**src/design/lmc_pkg.sv**
```systemverilog
package lmc_pkg;

  localparam int unsigned CountWidth = 16;
  localparam int unsigned CfgWidth   = 16;
  localparam int unsigned CmpWidth   = (CountWidth > CfgWidth) ? CountWidth : CfgWidth;
  localparam int unsigned LedCount   = 4;
  localparam int unsigned CfgIdxW    = 1;

  localparam logic [CfgWidth-1:0] BlinkPeriodRst = CfgWidth'(2000);
  localparam logic [CfgWidth-1:0] DebounceRst    = CfgWidth'(200);

  localparam logic [CfgIdxW-1:0] CfgBlinkPeriod = CfgIdxW'(0);
  localparam logic [CfgIdxW-1:0] CfgDebounce    = CfgIdxW'(1);

  typedef enum logic [1:0] {
    ModeStop   = 2'd0,
    ModeBlink  = 2'd1,
    ModeShift  = 2'd2,
    ModeManual = 2'd3
  } mode_e;

  typedef enum logic {
    OpTick  = 1'b0,
    OpPress = 1'b1
  } op_e;

  typedef struct packed {
    logic [CfgWidth-1:0] blink_period;
    logic [CfgWidth-1:0] debounce_interval;
  } cfg_t;

  typedef struct packed {
    logic [LedCount-1:0] led_pattern;
    mode_e               mode_now;
    logic                press_accepted;
  } result_t;

endpackage

```
**src/design/lmc_cfg.sv**
```systemverilog
module lmc_cfg (
  input  logic                        clk_i,
  input  logic                        rst_ni,
  input  logic                        cfg_valid_i,
  output logic                        cfg_ready_o,
  input  logic [lmc_pkg::CfgIdxW-1:0] cfg_index_i,
  input  logic [lmc_pkg::CfgWidth-1:0] cfg_data_i,
  output lmc_pkg::cfg_t               cfg_o
);
  import lmc_pkg::*;

  logic [CfgWidth-1:0] blink_period_q, blink_period_d;
  logic [CfgWidth-1:0] debounce_q, debounce_d;

  assign cfg_ready_o = 1'b1;

  always_comb begin
    blink_period_d = blink_period_q;
    debounce_d     = debounce_q;
    if (cfg_valid_i) begin
      case (cfg_index_i)
        CfgBlinkPeriod: blink_period_d = cfg_data_i;
        CfgDebounce:    debounce_d     = cfg_data_i;
        default: ;
      endcase
    end
  end

  always_ff @(posedge clk_i or negedge rst_ni) begin
    if (!rst_ni) begin
      blink_period_q <= BlinkPeriodRst;
      debounce_q     <= DebounceRst;
    end else begin
      blink_period_q <= blink_period_d;
      debounce_q     <= debounce_d;
    end
  end

  assign cfg_o.blink_period      = blink_period_q;
  assign cfg_o.debounce_interval = debounce_q;

endmodule

```
**src/design/lmc_core.sv**
```systemverilog
module lmc_core (
  input  logic                clk_i,
  input  logic                rst_ni,
  input  logic                fire_i,
  input  logic                operation_i,
  input  logic [1:0]          switch_index_i,
  input  lmc_pkg::cfg_t       cfg_i,
  output lmc_pkg::result_t    result_o
);
  import lmc_pkg::*;

  localparam logic [CountWidth-1:0] CountMax = {CountWidth{1'b1}};

  mode_e                 mode_q, mode_d;
  logic [LedCount-1:0]   led_q, led_d;
  logic                  phase_q, phase_d;
  logic [1:0]            shift_q, shift_d;
  logic [2:0]            manual_q, manual_d;
  logic [CountWidth-1:0] period_cnt_q, period_cnt_d;
  logic [CountWidth-1:0] since_q, since_d;

  logic [CmpWidth-1:0]   period_ext;
  logic [CountWidth-1:0] cnt_inc;
  logic                  pass;
  logic                  new_phase;
  logic [2:0]            manual_flip;
  mode_e                 entry_mode;
  logic                  do_entry;

  always_comb begin
    // zero period behaves as one
    period_ext = (cfg_i.blink_period == '0) ? CmpWidth'(1) : CmpWidth'(cfg_i.blink_period);
    cnt_inc    = period_cnt_q + CountWidth'(1);
    pass       = (CmpWidth'(since_q) >= CmpWidth'(cfg_i.debounce_interval))
                 || (since_q == CountMax);
    new_phase  = ~phase_q;
    manual_flip = manual_q ^ (3'b001 << switch_index_i);
  end

  always_comb begin
    mode_d       = mode_q;
    led_d        = led_q;
    phase_d      = phase_q;
    shift_d      = shift_q;
    manual_d     = manual_q;
    period_cnt_d = period_cnt_q;
    since_d      = since_q;
    do_entry     = 1'b0;
    entry_mode   = ModeStop;

    if (operation_i == OpTick) begin
      if (since_q != CountMax) since_d = since_q + CountWidth'(1);
      if (mode_q == ModeBlink || mode_q == ModeShift) begin
        if (CmpWidth'(cnt_inc) < period_ext) begin
          period_cnt_d = cnt_inc;
        end else begin
          period_cnt_d = '0;
          if (mode_q == ModeBlink) begin
            phase_d = new_phase;
            led_d   = {LedCount{new_phase}};
          end else begin
            led_d   = LedCount'(1) << shift_q;
            shift_d = shift_q + 2'd1;
          end
        end
      end
    end else if (pass) begin
      since_d = '0;
      if (mode_q == ModeManual) begin
        if (switch_index_i == 2'd3) begin
          do_entry   = 1'b1;
          entry_mode = ModeStop;
        end else begin
          manual_d = manual_flip;
          led_d[switch_index_i] = manual_flip[switch_index_i];
        end
      end else begin
        do_entry = 1'b1;
        case (switch_index_i)
          2'd0:    entry_mode = ModeBlink;
          2'd1:    entry_mode = ModeShift;
          2'd2:    entry_mode = ModeManual;
          default: entry_mode = ModeStop;
        endcase
      end
    end

    if (do_entry) begin
      mode_d       = entry_mode;
      led_d        = '0;
      phase_d      = 1'b0;
      shift_d      = '0;
      period_cnt_d = '0;
      if (entry_mode == ModeStop || entry_mode == ModeManual) manual_d = '0;
    end
  end

  always_ff @(posedge clk_i or negedge rst_ni) begin
    if (!rst_ni) begin
      mode_q       <= ModeStop;
      led_q        <= '0;
      phase_q      <= 1'b0;
      shift_q      <= '0;
      manual_q     <= '0;
      period_cnt_q <= '0;
      since_q      <= CountMax;
    end else if (fire_i) begin
      mode_q       <= mode_d;
      led_q        <= led_d;
      phase_q      <= phase_d;
      shift_q      <= shift_d;
      manual_q     <= manual_d;
      period_cnt_q <= period_cnt_d;
      since_q      <= since_d;
    end
  end

  assign result_o.led_pattern    = led_d;
  assign result_o.mode_now       = mode_d;
  assign result_o.press_accepted = (operation_i == OpPress) && pass;

endmodule

```
**src/design/led_mode_controller_top.sv**
```systemverilog
// led mode controller: four leds driven by ticks and debounced switch presses
//
// input channel: in_valid_i / in_stall_o with operation_i (0 tick, 1 press)
// and switch_index_i. a beat is taken when valid is high and stall is low.
// output channel: out_valid_o / out_stall_i with led_pattern_o, mode_now_o
// and press_accepted_o, one result beat for every input beat, in order.
// config channel: cfg_valid_i / cfg_ready_o, index 0 blink period,
// index 1 debounce interval; ready is always high. write only while idle.
//
// each input beat is held in the input register, then the state update
// writes its result into the result register when that register can advance.
// throughput is one item per cycle unless the output stalls; the state update
// is a single pass of short logic between the input and result registers.
// when the receiver stalls the result register holds, the input register
// fills, and in_stall_o rises only once both are occupied.
// reset clears both pipeline stages, puts the block in stop mode with all
// leds off, and loads the registers with period 2000 and debounce 200.
module led_mode_controller_top (
  input  logic                         clk_i,
  input  logic                         rst_ni,
  input  logic                         in_valid_i,
  output logic                         in_stall_o,
  input  logic                         operation_i,
  input  logic [1:0]                   switch_index_i,
  output logic                         out_valid_o,
  input  logic                         out_stall_i,
  output logic [3:0]                   led_pattern_o,
  output logic [1:0]                   mode_now_o,
  output logic                         press_accepted_o,
  input  logic                         cfg_valid_i,
  output logic                         cfg_ready_o,
  input  logic [lmc_pkg::CfgIdxW-1:0]  cfg_index_i,
  input  logic [lmc_pkg::CfgWidth-1:0] cfg_data_i
);
  import lmc_pkg::*;

  cfg_t    cfg;
  result_t result;

  logic       in_valid_q;
  logic       op_q;
  logic [1:0] sw_q;
  logic       out_valid_q;
  result_t    out_q;
  logic       advance;
  logic       fire;

  assign advance    = !out_valid_q || !out_stall_i;
  assign fire       = in_valid_q && advance;
  assign in_stall_o = in_valid_q && !advance;

  lmc_cfg u_cfg (
    .clk_i       (clk_i),
    .rst_ni      (rst_ni),
    .cfg_valid_i (cfg_valid_i),
    .cfg_ready_o (cfg_ready_o),
    .cfg_index_i (cfg_index_i),
    .cfg_data_i  (cfg_data_i),
    .cfg_o       (cfg)
  );

  lmc_core u_core (
    .clk_i          (clk_i),
    .rst_ni         (rst_ni),
    .fire_i         (fire),
    .operation_i    (op_q),
    .switch_index_i (sw_q),
    .cfg_i          (cfg),
    .result_o       (result)
  );

  always_ff @(posedge clk_i or negedge rst_ni) begin
    if (!rst_ni) begin
      in_valid_q  <= 1'b0;
      out_valid_q <= 1'b0;
    end else begin
      if (!in_stall_o) in_valid_q <= in_valid_i;
      if (advance) out_valid_q <= fire;
    end
  end

  // payload registers load on their beat only
  always_ff @(posedge clk_i) begin
    if (in_valid_i && !in_stall_o) begin
      op_q <= operation_i;
      sw_q <= switch_index_i;
    end
    if (fire) out_q <= result;
  end

  assign out_valid_o      = out_valid_q;
  assign led_pattern_o    = out_q.led_pattern;
  assign mode_now_o       = out_q.mode_now;
  assign press_accepted_o = out_q.press_accepted;

endmodule

```
**config.mk**
```make
export PLATFORM = sky130hd
export DESIGN_NAME = led_mode_controller_top
export DESIGN_NICKNAME = d
export VERILOG_FILES = /design/src/design/lmc_pkg.sv /design/src/design/lmc_cfg.sv /design/src/design/lmc_core.sv /design/src/design/led_mode_controller_top.sv
export SDC_FILE = /design/constraint.sdc
export NUM_CORES = 1
export LEC_CHECK = 0
export BUFFER_PORTS_ARGS = -buffer_cell sky130_fd_sc_hd__buf_2
export CORE_UTILIZATION = 39
export CTS_CLUSTER_DIAMETER = 30
export DETAILED_ROUTE_END_ITERATION = 10
export PLACE_DENSITY = 0.57
export SYNTH_ARGS = -nofsm -noshare
export SYNTH_HDL_FRONTEND = slang
export SYNTH_SLANG_ARGS = --single-unit
```
**constraint.sdc**
```tcl
create_clock -name clk_i -period 3.3 [get_ports clk_i]
set_input_delay 0 -clock clk_i [delete_from_list [all_inputs] [get_ports clk_i]]
set_output_delay 0 -clock clk_i [all_outputs]
set_load 0.01 [all_outputs]
```
==> summary.json <==
{
  "cp-start-kind": "flop",
  "end_kind": "flop",
  "rr_endpoint": "u_core.shift_q[0]",
  "synth_top_area_share_pct": 25.3,
  "global_route.usage.total_pct": 18.3,
  "io_buffers": 33,
  "postRouteAntennaNets": 0,
  "yosys-top-cells-count": "56 x nand2_1, 53 x dfrtp_1, 49 x inv_1",
  "ir_drop_mv": 0.362,
  "grt_pass1_wl_um": 20100,
  "clk-insertion-delay-late_ps": 350,
  "post-dp-hpwl_um": 8410,
  "maxCapViolations": 0,
  "timing.rr.start": "u_core.period_cnt_q[0]",
  "clock_tree_from_tritoncts": "done",
  "crit_path_end": "u_core.shift_q[0]",
  "remaining_drc_errors": 0,
  "synth-seq-area-share_pct": 43.5,
  "place_ws_ps": -45.5,
  "p_leak_nw": 2.92,
  "rr_worst_depth": 16,
  "yosys-top-cells-area": "dfrtp_1 25%, dfstp_2 13%, ha_1 10%",
  "postSynthAreaPerCell_um2": 9.97,
  "report.final.setup_viol": 0,
  "flop_to_flop_setup_slack_ps": 140,
  "synth.most_common_cell": "nand2_1",
  "cts-root-buf": "clkbuf_16",
  "post_route_cells_drive_above_1_share_pct": 30.1,
  "post_synth_inst_count": 526,
  "worst-endpoint-arrival_ps": 3390,
  "cts.clk_slew.worst_paths_ps": 70,
  "dieHeight_um": 118,
  "ctsLongestPathBuffers": 2,
  "initial_antenna_violation_count": 0,
  "total_nets_final": 677,
  "wl_per_cell_um": 15.3,
  "grt_overflow": 0,
  "status": "completed",
  "level_count_of_the_clock_h_tree": 3,
  "detail_route.wirelength_um": 12000,
  "criticalPathCategory": "reg2reg",
  "synth.yosys.warnings": 0,
  "worstPathRequired_ps": 3530,
  "globalplace.congestion": 0.796,
  "relative_slew_slack_pct": 32.8,
  "timing.final.hold_violations": 0,
  "finalWorstSetupSlack_ps": 139,
  "drt_pre_antenna_iters": 4,
  "initial_utilization_pct": 40.7,
  "postSynthRegisterBits": 88,
  "synthArstFlopShare_pct": 88.6,
  "via_total_after_detailed_routing": 4076,
  "ys_types": 65,
  "netlist.top_cell.by_area": "dfrtp_1",
  "row_count": 41,
  "fmax_mhz": 316,
  "final-max-slew-violation-count": 0,
  "clock-skew-final_ps": 10.1,
  "totalPowerFinal_mw": 2.86,
  "drt-initial-drc-count": 180,
  "coreArea_um2": 12900,
  "cts_buffers": 9,
  "number_of_inserted_diodes": 0,
  "worstSetupStartpoint": "u_core.period_cnt_q[0]",
  "layout-area-overhead-vs-synth_pct": 24.4,
  "grt_start_max_net_pins": 79,
  "dp_cells": 736,
  "synth_enable_flop_cells": 10,
  "first_global_vias": 4183,
  "fp.dieArea_um2": 13900,
  "timing.critical_path.fanout_max": 4,
  "post_synthesis_cell_area_um2": 5240,
  "timing_worst_slew_pin_value_ps": 1000,
  "stdcell_count": 786,
  "pwr_density_cell_nw_per_um2": 438,
  "syn_nets": 594,
  "die_w_um": 118,
  "number_of_top_level_pins": 35,
  "min_path_type": "in2reg",
  "post-route-min-period_ps": 3160,
  "drt-vias-per-instance": 5.19,
  "predominant_post_synthesis_flop_cell": "dfrtp_1",
  "post-route-period-util_pct": 95.8,
  "tritoncts_num_sinks": 88
}
-- final cells by class --
cell class | instances | area [um^2]
Fill cell | 1173 | 6350
Multi-Input combinational cell | 377 | 2920
Sequential cell | 88 | 2280
Timing Repair Buffer | 84 | 628
Clock buffer | 9 | 225
Tap cell | 172 | 215
Inverter | 49 | 184
Clock inverter | 7 | 62.6
-- cells by family (layout without fill, tap and decap cells) --
logic type | Yosys count | count (layout) | synth area share [%]
xor+xnor | 25 | 25 | 4.18
flops | 88 | 88 | 43.5
compound gates | 110 | 110 | 15.5
mux | 21 | 21 | 4.46
other cells | 1 | 1 | 0.0715
fa+ha+maj | 43 | 43 | 10.3
simple gates | 177 | 177 | 17.2
buf+inv | 61 | 149 | 4.77
-- how the worst min path moves through the flow --
stage	startpoint	end	slack, ps	cells after the start
2_1_floorplan	rst_ni	in_valid_q	-300	0
3_3_place_gp	operation_i	op_q	180	1
3_5_place_dp	operation_i	op_q	180	1
4_1_cts	cfg_index_i	u_cfg.blink_period_q[7]	110	4
5_1_grt	cfg_index_i	u_cfg.blink_period_q[4]	150	4
6_report	cfg_index_i	u_cfg.blink_period_q[7]	100	4
-- cells in the final DEF (no fill, tap or decap), types with 3 or more instances in the layout --
| master | count |
|---|---|
| a211oi_1 | 3 |
| a211oi_2 | 5 |
| a21oi_1 | 16 |
| a21oi_2 | 5 |
| a22o_1 | 9 |
| a22o_2 | 4 |
| and2_1 | 7 |
| buf_2 | 32 |
| buf_4 | 26 |
| clkbuf_16 | 9 |
| clkinv_1 | 3 |
| dfrtp_1 | 53 |
| dfstp_2 | 25 |
| dlygate4sd3_1 | 23 |
| edfxtp_1 | 10 |
| ha_1 | 38 |
| ha_4 | 3 |
| inv_1 | 48 |
| mux2_2 | 19 |
| nand2_1 | 53 |
| nand2b_1 | 3 |
| nand3_1 | 16 |
| nand3_2 | 5 |
| nand4_1 | 9 |
| nor2_1 | 34 |
| nor2_4 | 3 |
| nor2b_1 | 12 |
| nor3_1 | 6 |
| nor4_2 | 3 |
| o211ai_1 | 4 |
| o21ai_0 | 26 |
| o21ai_2 | 6 |
| o22ai_1 | 4 |
| o2bb2ai_1 | 3 |
| or2_2 | 3 |
| xnor2_1 | 11 |
| xor2_1 | 11 |
-- worst max-delay path: stages, from the launching register on --
cell and delay [ps]:
dfrtp_1 350, buf_4 130, nand3_2 100, nor2_4 140, nand3_2 110, nor2_4 160, nand4_1 150, xnor2_2 190
ha_1 310, nand4_1 150, nor3_2 160, o21ai_2 100, o221ai_4 300, buf_6 150, nand3_2 70, o22a_1 200
mux2_2 270
-- layer usage --
layer  vias up  GRT usage (%)  wire length [um]
li1       2018              -                 -
met1      1986           23.4              5660
met2        58           30.8              5870
met3        14           3.92               340
met4         0           5.93               172
met5         -              0                 0
-- stage by stage --
step	hold slack (ps)	TNS, ps	util [%]	instance area [um^2]
global route	149	-236	50.7	6520
global placement	178	0	44.2	5690
CTS	105	0	48.5	6240
detailed placement	178	-189	44.2	5690
floorplan	-296	0	-	5240
finish	104	0	50.7	6520
-- report_power, final --
group / internal, mW / switching [mW] / total, mW
clock: 0.579 / 0.428 / 1.01
combinational: 0.245 / 0.283 / 0.529
sequential: 1.23 / 0.0876 / 1.32
total: 2.06 / 0.799 / 2.86
-- what timing repair did --
action                                  in CTS  in global routing
hold endpoints to repair                    90                  0
setup buffers                                0                 11
pin swaps                                    2                 23
gates resized for setup                      8                 39
hold buffers                                23                  0
cloned                                       0                  0
endpoints found under the setup margin      21                 26
-- flip-flops by register name, indices dropped and copies added, names as in the netlist --
signal / count
u_core.phase_q: 1
u_core.period_cnt_q: 16
u_core.manual_q: 3
sw_q: 2
u_cfg.debounce_q: 16
u_core.led_q: 4
press_accepted_o: 1
in_valid_q: 1
u_core.mode_q: 2
out_valid_o: 1
mode_now_o: 2
led_pattern_o: 4
u_core.shift_q: 2
u_cfg.blink_period_q: 16
op_q: 1
u_core.since_q: 16
No activity file was read; power rests on OpenSTA's default activity.
